$ cat src/hw/rtl/pge_pkg.sv
// ----------------------------------------------------------------------------
// Pitch glide envelope unit package
// Shared codes, tone tables and the note-to-octave split table.
// ----------------------------------------------------------------------------
package pge_pkg;

    // Default depth of the envelope table.
    localparam int ENV_ENTRIES_DEF = 256;

    // Reset value of the held note target.
    localparam logic [15:0] TARGET_RESET = 16'hffff;

    // Envelope commands from this value up to 0x7fff jump to another entry.
    localparam logic [15:0] JUMP_MARK = 16'h7f00;

    // The envelope timer stops counting at this value.
    localparam logic [7:0] TIMER_CAP = 8'hfe;

    // Semitones in one octave.
    localparam int NOTES_PER_OCTAVE = 12;

    // Input word kinds.
    typedef enum logic [1:0] {
        ACT_TICK  = 2'd0,
        ACT_NOTE  = 2'd1,
        ACT_TABLE = 2'd2
    } action_t;

    // Configuration register indexes.
    typedef enum logic [1:0] {
        CFG_GLIDE_SPEED = 2'd0,
        CFG_TRANSPOSE   = 2'd1,
        CFG_ENV_ENABLE  = 2'd2
    } cfg_index_t;

    // One octave of tone values plus the first note of the next octave.
    typedef logic [10:0] step_tbl_t [13];

    localparam step_tbl_t FM_STEPS = '{
        11'd644, 11'd681, 11'd722, 11'd765, 11'd810, 11'd858, 11'd910,
        11'd964, 11'd1021, 11'd1081, 11'd1146, 11'd1214, 11'd1288
    };

    localparam step_tbl_t PSG_STEPS = '{
        11'd1710, 11'd1614, 11'd1524, 11'd1438, 11'd1357, 11'd1281, 11'd1209,
        11'd1141, 11'd1077, 11'd1017, 11'd960, 11'd906, 11'd855
    };

    // Each entry holds {octave[4:0], note in octave[3:0]} for a semitone number.
    typedef logic [8:0] note_split_tbl_t [256];

    function automatic note_split_tbl_t build_note_split();
        note_split_tbl_t tbl;
        logic [4:0]      oct;
        logic [3:0]      idx;
        oct = '0;
        idx = '0;
        for (int n = 0; n < 256; n++)
        begin
            tbl[n] = {oct, idx};
            if (idx == 4'(NOTES_PER_OCTAVE - 1))
            begin
                idx = '0;
                oct = oct + 5'd1;
            end
            else
            begin
                idx = idx + 4'd1;
            end
        end
        return tbl;
    endfunction

    localparam note_split_tbl_t NOTE_SPLIT = build_note_split();

endpackage

$ cat src/hw/rtl/pge_freq_conv.sv
// ----------------------------------------------------------------------------
// Pitch to tone converter
// Turns a pitch (semitone and detune) into the FM block/fnum word and the
// PSG period by interpolating between neighboring table notes.
// ----------------------------------------------------------------------------
module pge_freq_conv (
    input  logic [15:0] pitch,
    output logic [13:0] fm_word,
    output logic [10:0] psg_period
);
    import pge_pkg::*;

    logic [7:0]         note;
    logic [7:0]         det;
    logic [4:0]         oct;
    logic [3:0]         idx;
    logic [10:0]        fm_lo;
    logic [10:0]        fm_hi;
    logic [10:0]        psg_lo;
    logic [10:0]        psg_hi;
    logic signed [11:0] fm_span;
    logic signed [11:0] psg_span;
    logic signed [20:0] fm_prod;
    logic signed [20:0] psg_prod;
    logic signed [20:0] fm_adj;
    logic signed [20:0] psg_adj;
    logic [10:0]        fm_f;
    logic [10:0]        psg_f;

    // Split the semitone number into octave and note within the octave.
    assign note       = pitch[15:8];
    assign det        = pitch[7:0];
    assign {oct, idx} = NOTE_SPLIT[note];

    // Neighboring table values and their signed distance.
    assign fm_lo    = FM_STEPS[idx];
    assign fm_hi    = FM_STEPS[idx + 4'd1];
    assign psg_lo   = PSG_STEPS[idx];
    assign psg_hi   = PSG_STEPS[idx + 4'd1];
    assign fm_span  = $signed({1'b0, fm_hi}) - $signed({1'b0, fm_lo});
    assign psg_span = $signed({1'b0, psg_hi}) - $signed({1'b0, psg_lo});

    // Interpolate by the detune fraction, rounding toward minus infinity.
    assign fm_prod  = fm_span * $signed({1'b0, det});
    assign psg_prod = psg_span * $signed({1'b0, det});
    assign fm_adj   = fm_prod >>> 8;
    assign psg_adj  = psg_prod >>> 8;
    assign fm_f     = fm_lo + fm_adj[10:0];
    assign psg_f    = psg_lo + psg_adj[10:0];

    // Block number sits above the fnum; the PSG period halves per octave.
    assign fm_word    = {oct[2:0], fm_f};
    assign psg_period = oct[4] ? '0 : (psg_f >> oct[3:0]);

endmodule

$ cat config.mk
export PLATFORM = sky130hd
export DESIGN_NAME = pge_freq_conv
export DESIGN_NICKNAME = d
export VERILOG_FILES = /design/src/hw/rtl/pge_pkg.sv /design/src/hw/rtl/pge_freq_conv.sv
export SDC_FILE = /design/constraint.sdc
export NUM_CORES = 1
export LEC_CHECK = 0
export BUFFER_PORTS_ARGS = -buffer_cell sky130_fd_sc_hd__buf_4
export CORE_MARGIN = 10
export CORE_UTILIZATION = 45
export DETAILED_ROUTE_END_ITERATION = 7
export PLACE_DENSITY = 0.68
export SETUP_SLACK_MARGIN = 0.3
export SLEW_MARGIN = 20
export SYNTH_ARGS = -nofsm -noshare
export SYNTH_HDL_FRONTEND = slang
export SYNTH_SLANG_ARGS = --single-unit
$ cat constraint.sdc
create_clock -name vclk -period 13.15
set_input_delay 1.315 -clock vclk [all_inputs]
set_output_delay 1.315 -clock vclk [all_outputs]
set_load 0.03 [all_outputs]
==> run_results.csv, run 1 <==
group,metric,value,unit
synthesis,yosys.area.top_type_share,30.3,%
worst_hold_path,min_path_type,"primary input to primary output",
place,routabilityCongestion,0.922,
grt,grt_pass1_wl,41000,um
synthesis,syn_avg_cell_area,7.81,um^2
outcome,status,"finished clean",
floorplanning,pin_count,41,
floorplanning,num_rows,53,
route,finalWirelength,24000,um
place,dp.cells,1556,
synthesis,synth_area_leaders,"fa_1, ha_1, inv_1, and2_1, nand2_1",
floorplanning,die_w,167,um
synthesis,yosysWarnings,0,
route,drtIter0Drc,447,
route,first_pass_iters,5,
setup_path,cpPeakStageDelay,530,ps
place,dp_hpwl,19700,um
final_layout,mostFrequentLayoutCell,"inv_1",
final_layout,final_cell_mix,"inv_1, fa_1, nand2_1, ha_1, and2_1",
route,drc_errors,0,
grt,antenna_found_initial,0,
final_layout,diodes,0,
timing,finalHoldViolations,0,
setup_path,setup.worst_path.end_class,"primary output",
synthesis,netlist_area,9770,um^2
final_layout,layout.nets,1582,
grt,grt_max_degree,26,
worst_hold_path,min_from,"pitch[13]",
timing,fmax,80.0,MHz
route,wl_per_cell,15.3,um
final_layout,multiInputGateArea,8920,um^2
grt,grt_pass1_vias,8284,
setup_path,critPathRequiredTime,11840,ps
route,post_drt_via_cell_ratio,5.24,
setup_path,critical_path.max_fanout,19,
floorplanning,initial_core_util,46.0,%
timing,tns,0,ps
setup_path,path_class,"primary input to primary output",
timing,slew_headroom,43.3,%
worst_hold_path,min_to,"psg_period[0]",
grt,track_usage,16.9,%
floorplanning,fp.dieArea,28000,um^2
timing,rsz0062_at_grt,"false",
setup_path,crit_path_start_kind,"primary input",
timing,finalSetupViolCount,0,
setup_path,critPathSlowestCell,"fa_1",
grt,grt.overflow.total,0,
synthesis,synthCells,1251,
worst_hold_path,min_path_cells,5,
route,vias,8209,
synthesis,yosys.area.top_type,"fa_1",
timing,drv_slew,0,
final_layout,layout.cells.non_filler,1566,
final_layout,n_clock_buffer,0,
timing,fin_crit_sh,95.0,%
job,cap_violations,0,
final_layout,n_sequential_cell,0,
final_layout,drive_gt1_share,11.3,%
final_layout,syn_to_final_growth,11.0,%
synthesis,synth_cell_types,68,
timing,worst_pin_slew,851,ps
floorplanning,core_area,21200,um^2
final_layout,fillerInstances,2036,
timing,min_period,12490,ps
synthesis,seq_area_frac_synth,0,%
setup_path,cp.arrival,11180,ps
setup_path,cpMostUsedCell,"buf_4",
synthesis,synth_fp_nets,1540,
floorplanning,die_h,167,um
final_layout,seqCellArea,0,um^2
place,portBuffers,41,
route,antenna_left,0,
-- cell usage after synthesis, drive strengths merged, types with 18 or more instances --
library cell / n
and2: 88
xnor2: 54
nand2: 135
a21oi: 55
nor2: 65
ha: 125
nand3: 19
inv: 251
mux2i: 19
nor2b: 37
o21ai: 45
fa: 148
clkbuf: 29
nand2b: 18
-- layer usage --
metal	wire, um	share of wire [%]	vias up	track usage (%)
li1	-	-	4024	-
met1	11000	46	3936	23.9
met2	11200	47	226	27.9
met3	1480	6.2	23	2.06
met4	262	1.1	0	1.55
met5	0	0	-	0
-- worst max-delay path: cells and delay by family --
family | cells | cell delay, ps
buffers and inverters | 10 | 1250
xor gates and xnor gates | 4 | 820
AOI/OAI and AO/OA | 14 | 3180
and+or+nand+nor | 9 | 1340
adders and majority gates | 8 | 3280
-- final cells by class --
type / instances / share of cell area (%)
Multi-Input combinational cell: 957 / 82.3
Inverter: 252 / 8.77
Timing Repair Buffer: 82 / 5.75
Tap cell: 275 / 3.17
-- timing repair --
item,in CTS,in global routing
gates resized for setup,6,58
pin swaps,2,17
setup buffers,1,9
setup endpoints to repair,10,15
hold buffers,0,0
-- through the flow --
stage	util [%]	setup slack, ps	hold slack (ps)	cell area, um^2
after CTS	49.6	306	3170	10500
after floorplan	-	372	2910	9810
after global routing	51.1	82.3	3200	10800
after detailed placement	49.5	14.6	3170	10500
after global placement	49.5	212	3200	10500
final	51.1	655	3170	10800
-- logic make-up (layout without fill, tap and decap cells) --
kind of cell / after synthesis / after routing / synth area share (%)
AO/OA/AOI/OAI: 192 / 192 / 12.8
XOR/XNOR: 70 / 70 / 6.57
adder cells (fa/ha/maj): 273 / 273 / 46.3
buffers and inverters: 294 / 334 / 11.7
multiplexers: 20 / 20 / 2.06
AND/OR/NAND/NOR: 402 / 402 / 20.5
-- worst max path at each step --
stage | from | end | slack [ps] | cells past startpoint
after floorplan | pitch[11] | psg_period[1] | 370 | 51
after global placement | pitch[11] | psg_period[2] | 210 | 49
after detailed placement | pitch[11] | psg_period[2] | 10 | 51
after CTS | pitch[11] | fm_word[10] | 310 | 47
after global routing | pitch[11] | psg_period[0] | 80 | 52
final | pitch[15] | psg_period[0] | 660 | 45
Power of run 1 is left out: the tool's default activity adds up to more than one toggle a clock period on the data nets, which glitch-free logic cannot reach.
==> inputs of run 2 (changes only) <==
--- a/config.mk
+++ b/config.mk
@@ -5,7 +5,7 @@
 export SDC_FILE = /design/constraint.sdc
 export NUM_CORES = 1
 export LEC_CHECK = 0
-export BUFFER_PORTS_ARGS = -buffer_cell sky130_fd_sc_hd__buf_4
+export BUFFER_PORTS_ARGS = -buffer_cell sky130_fd_sc_hd__clkbuf_2
 export CORE_MARGIN = 10
 export CORE_UTILIZATION = 45
 export DETAILED_ROUTE_END_ITERATION = 7
==> run 2 against run 1 <==
  * First-iteration DRC count is 3.4% lower
  * Maximum frequency increased by 1.5%
  * Core utilization down 0.76 points
  * Sequential cell count stayed put
  * Wire length decreased by 2.8%
  * Global-route usage fell by 0.58 points
  * Cell count shrank 0.19%
  * Largest cell class unchanged
  * Highest routed layer unchanged
==> run_results.csv, run 2 (same netlist as run 1, synthesis figures left out) <==
group,metric,value,unit
timing,tns,0,ps
setup_path,setup.worst_path.end_class,"primary output",
final_layout,drive_gt1_share,10.9,%
clocking,cts_hold_buf,0,
final_layout,diodes,0,
place,dp_hpwl,19300,um
grt,grt.overflow.total,0,
floorplanning,pin_count,41,
final_layout,final_cell_mix,"inv_1, fa_1, nand2_1, ha_1, and2_1",
setup_path,critical_path.max_fanout,8,
setup_path,crit_path_start_kind,"primary input",
setup_path,cpMostUsedCell,"fa_1",
floorplanning,initial_core_util,46.0,%
place,routabilityCongestion,0.917,
job,cap_violations,0,
timing,fin_crit_sh,93.6,%
grt,antenna_found_initial,0,
place,portBuffers,41,
worst_hold_path,min_to,"psg_period[3]",
timing,slew_headroom,42.5,%
setup_path,critPathSlowestCell,"fa_1",
floorplanning,die_h,167,um
route,vias,8254,
route,drc_errors,0,
route,antenna_left,0,
route,wl_per_cell,14.9,um
timing,finalHoldViolations,0,
setup_path,crit_family,"adder cells",
timing,fin_hold_ws,3160,ps
floorplanning,fp.dieArea,28000,um^2
setup_path,cp.arrival,10990,ps
outcome,status,"finished clean",
worst_hold_path,min_from,"pitch[15]",
route,post_drt_via_cell_ratio,5.28,
worst_hold_path,min_path_cells,5,
route,finalWirelength,23300,um
floorplanning,num_rows,53,
place,dp.cells,1560,
floorplanning,core_area,21200,um^2
final_layout,n_sequential_cell,0,
grt,track_usage,16.3,%
floorplanning,die_w,167,um
timing,rsz0062_at_grt,"false",
grt,grt_pass1_wl,39800,um
route,first_pass_iters,5,
final_layout,seqCellArea,0,um^2
final_layout,syn_to_final_growth,9.34,%
timing,worst_pin_slew,863,ps
setup_path,cpPeakStageDelay,540,ps
setup_path,path_buf_inv,6,
setup_path,path_class,"primary input to primary output",
final_layout,mostFrequentLayoutCell,"inv_1",
worst_hold_path,min_path_type,"primary input to primary output",
final_layout,post-route-util,50.3,%
timing,drv_slew,0,
grt,grt_pass1_vias,8202,
timing,finalSetupViolCount,0,
final_layout,n_clock_buffer,0,
route,drtIter0Drc,432,
timing,fmax,81.3,MHz
timing,min_period,12310,ps
setup_path,critPathRequiredTime,11840,ps
grt,grt_max_degree,26,
final_layout,layout.nets,1579,
final_layout,layout.cells.non_filler,1563,
[run 2: cell count changes in the layout (fill, tap and decap cells not counted), moves of 2 or more]
cell,change
xnor2_1,+2
xnor2_2,-2
o21ai_2,+5
clkbuf_2,+36
ha_4,-4
inv_2,-3
ha_1,+3
buf_4,-42
a21oi_2,-2
o21ai_1,-4
clkbuf_4,+4
inv_1,+3
[run 2: stage by stage]
step	instance area, um^2	worst slack (ps)
6_report	10700	842
5_1_grt	10700	231
4_1_cts	10500	312
3_5_place_dp	10400	-74.5
3_3_place_gp	10400	208
2_1_floorplan	9810	372
[run 2: worst max path at each step]
| stage | start | end | slack (ps) | cells past startpoint |
|---|---|---|---|---|
| floorplan | pitch[11] | psg_period[1] | 370 | 51 |
| global placement | pitch[10] | psg_period[2] | 210 | 47 |
| detailed placement | pitch[10] | psg_period[2] | -70 | 50 |
| CTS | pitch[10] | psg_period[5] | 310 | 50 |
| global route | pitch[10] | psg_period[0] | 230 | 51 |
| finish | pitch[13] | psg_period[5] | 840 | 49 |
[run 2: cell type report]
cell class | count | area, um^2
Inverter | 252 | 951
Fill cell | 2088 | 10500
Multi-Input combinational cell | 957 | 8880
Tap cell | 275 | 344
Timing Repair Buffer | 79 | 507
[run 2: layer usage]
| layer | up-vias | global-route usage [%] | routed length [um] |
|---|---|---|---|
| met5 | - | 0 | 0 |
| met1 | 4004 | 23.3 | 11200 |
| met3 | 34 | 1.17 | 1060 |
| met4 | 0 | 2.50 | 439 |
| li1 | 4025 | - | - |
| met2 | 191 | 26.8 | 10600 |
[run 2: what timing repair did]
| item | in CTS | in global routing |
|---|---|---|
| gates resized for setup | 7 | 62 |
| endpoints found under the setup margin | 11 | 15 |
| buffers inserted | 1 | 2 |
| hold endpoints to repair | 0 | 0 |
| pin swaps | 1 | 6 |
Power of run 2 is left out for the same reason.
==> inputs of run 3 (changes only) <==
--- a/config.mk
+++ b/config.mk
@@ -6,10 +6,10 @@
 export NUM_CORES = 1
 export LEC_CHECK = 0
 export BUFFER_PORTS_ARGS = -buffer_cell sky130_fd_sc_hd__clkbuf_2
-export CORE_MARGIN = 10
-export CORE_UTILIZATION = 45
+export CORE_MARGIN = 4
+export CORE_UTILIZATION = 50
 export DETAILED_ROUTE_END_ITERATION = 7
-export PLACE_DENSITY = 0.68
+export PLACE_DENSITY = 0.73
 export SETUP_SLACK_MARGIN = 0.3
 export SLEW_MARGIN = 20
 export SYNTH_ARGS = -nofsm -noshare
==> run 3 against run 2 <==
  * First-iteration DRC count is 13% higher
  * Clock-buffer cell count is the same
  * Cell area increased by 0.98%
  * Cell count decreased by 0.70%
  * Critical path depth up 1
  * Maximum frequency is 0.76% lower
  * Via count is essentially flat
  * Global-route usage up 5.3 points
  * Critical path type unchanged
  * Critical endpoint is now psg_period[4]
  * Largest cell class unchanged
==> run_results.csv, run 3 (same netlist as run 1, synthesis figures left out) <==
group,metric,value,unit
outcome,status,"finished clean",
floorplanning,die_w,148,um
setup_path,endpoint,"psg_period[4]",
grt,grt_pass1_wl,39800,um
route,vias,8246,
grt,grt.overflow.total,0,
final_layout,post-route-util,56.9,%
floorplanning,die_h,148,um
grt,grt_pass1_vias,8068,
timing,tns,0,ps
route,finalWirelength,23600,um
final_layout,drive_gt1_share,12.2,%
setup_path,setup.worst_path.end_class,"primary output",
final_layout,stdcell_area,10800,um^2
floorplanning,initial_core_util,51.5,%
setup_path,critPathRequiredTime,11840,ps
floorplanning,core_area,19000,um^2
timing,worst_pin_slew,834,ps
final_layout,final_cell_mix,"inv_1, fa_1, nand2_1, ha_1, and2_1",
timing,fin_crit_sh,94.3,%
setup_path,crit_path_start_kind,"primary input",
timing,fmax,80.6,MHz
route,post_drt_via_cell_ratio,5.31,
timing,finalHoldViolations,0,
setup_path,cp.arrival,11090,ps
floorplanning,fp.dieArea,21800,um^2
timing,finalSetupViolCount,0,
timing,slew_headroom,44.4,%
place,placed_area,10400,um^2
grt,track_usage,21.6,%
final_layout,n_sequential_cell,0,
setup_path,cpPeakStageDelay,560,ps
route,wl_per_cell,15.2,um
final_layout,n_clock_buffer,0,
place,portBuffers,41,
setup_path,critical_path.max_fanout,8,
floorplanning,num_rows,50,
timing,min_period,12400,ps
grt,antenna_found_initial,0,
setup_path,path_class,"primary input to primary output",
final_layout,mostFrequentLayoutCell,"inv_1",
route,first_pass_iters,6,
final_layout,syn_to_final_growth,10.4,%
grt,grt_max_degree,26,
setup_path,crit_start,"pitch[10]",
floorplanning,pin_count,41,
timing,drv_slew,0,
final_layout,layout.nets,1583,
place,routabilityCongestion,0.936,
place,dp_hpwl,19400,um
timing,rsz0062_at_grt,"false",
timing,fin_hold_ws,3130,ps
final_layout,diodes,0,
job,cap_violations,0,
route,antenna_left,0,
setup_path,critPathSlowestCell,"fa_1",
route,drc_errors,0,
final_layout,seqCellArea,0,um^2
route,drtIter0Drc,490,
worst_hold_path,min_path_type,"primary input to primary output",
[run 3: cell count changes in the layout (fill, tap and decap cells not counted), sizes merged]
| cell | delta |
|---|---|
| buf | +5 |
| clkbuf | -1 |
[run 3: repair_timing]
action | in CTS | in global routing
resized for setup | 9 | 71
setup buffers | 1 | 13
pin swaps | 1 | 18
endpoints found under the setup margin | 11 | 14
hold buffers | 0 | 0
[run 3: critical path, delay by kind of cell]
kind	cells	cell delay, ps
compound gates	18	2800
xor+xnor	5	970
simple gates	10	1450
buf+inv	7	720
fa+ha+maj	10	3820
[run 3: area by class of cell]
| class | count | area (um^2) |
|---|---|---|
| tap | 260 | 325 |
| fill | 1757 | 8170 |
| timing repair buffer | 83 | 533 |
| inverter | 252 | 948 |
| multi-input combinational | 957 | 8980 |
[run 3: worst min path at each step]
stage / from / to / slack, ps / cells past startpoint
4_1_cts: pitch[15] / psg_period[2] / 3130 / 4
6_report: pitch[15] / psg_period[2] / 3130 / 4
2_1_floorplan: pitch[14] / psg_period[8] / 2910 / 3
3_5_place_dp: pitch[15] / psg_period[2] / 3130 / 4
3_3_place_gp: pitch[15] / psg_period[2] / 3120 / 4
5_1_grt: pitch[15] / psg_period[2] / 3150 / 4
[run 3: stage by stage]
step | cells | setup slack, ps
2_1_floorplan | 1251 | 372
3_3_place_gp | 1538 | 58.5
3_5_place_dp | 1538 | -48.1
4_1_cts | 1539 | 297
5_1_grt | 1552 | 179
6_report | 1552 | 748
[run 3: layer usage]
metal,global-route usage (%),part of all wire (%)
met2,37.2,48
met1,31.3,47
met4,1.49,0.67
met5,0,0
met3,1.56,4.7
Power of run 3 is left out for the same reason.
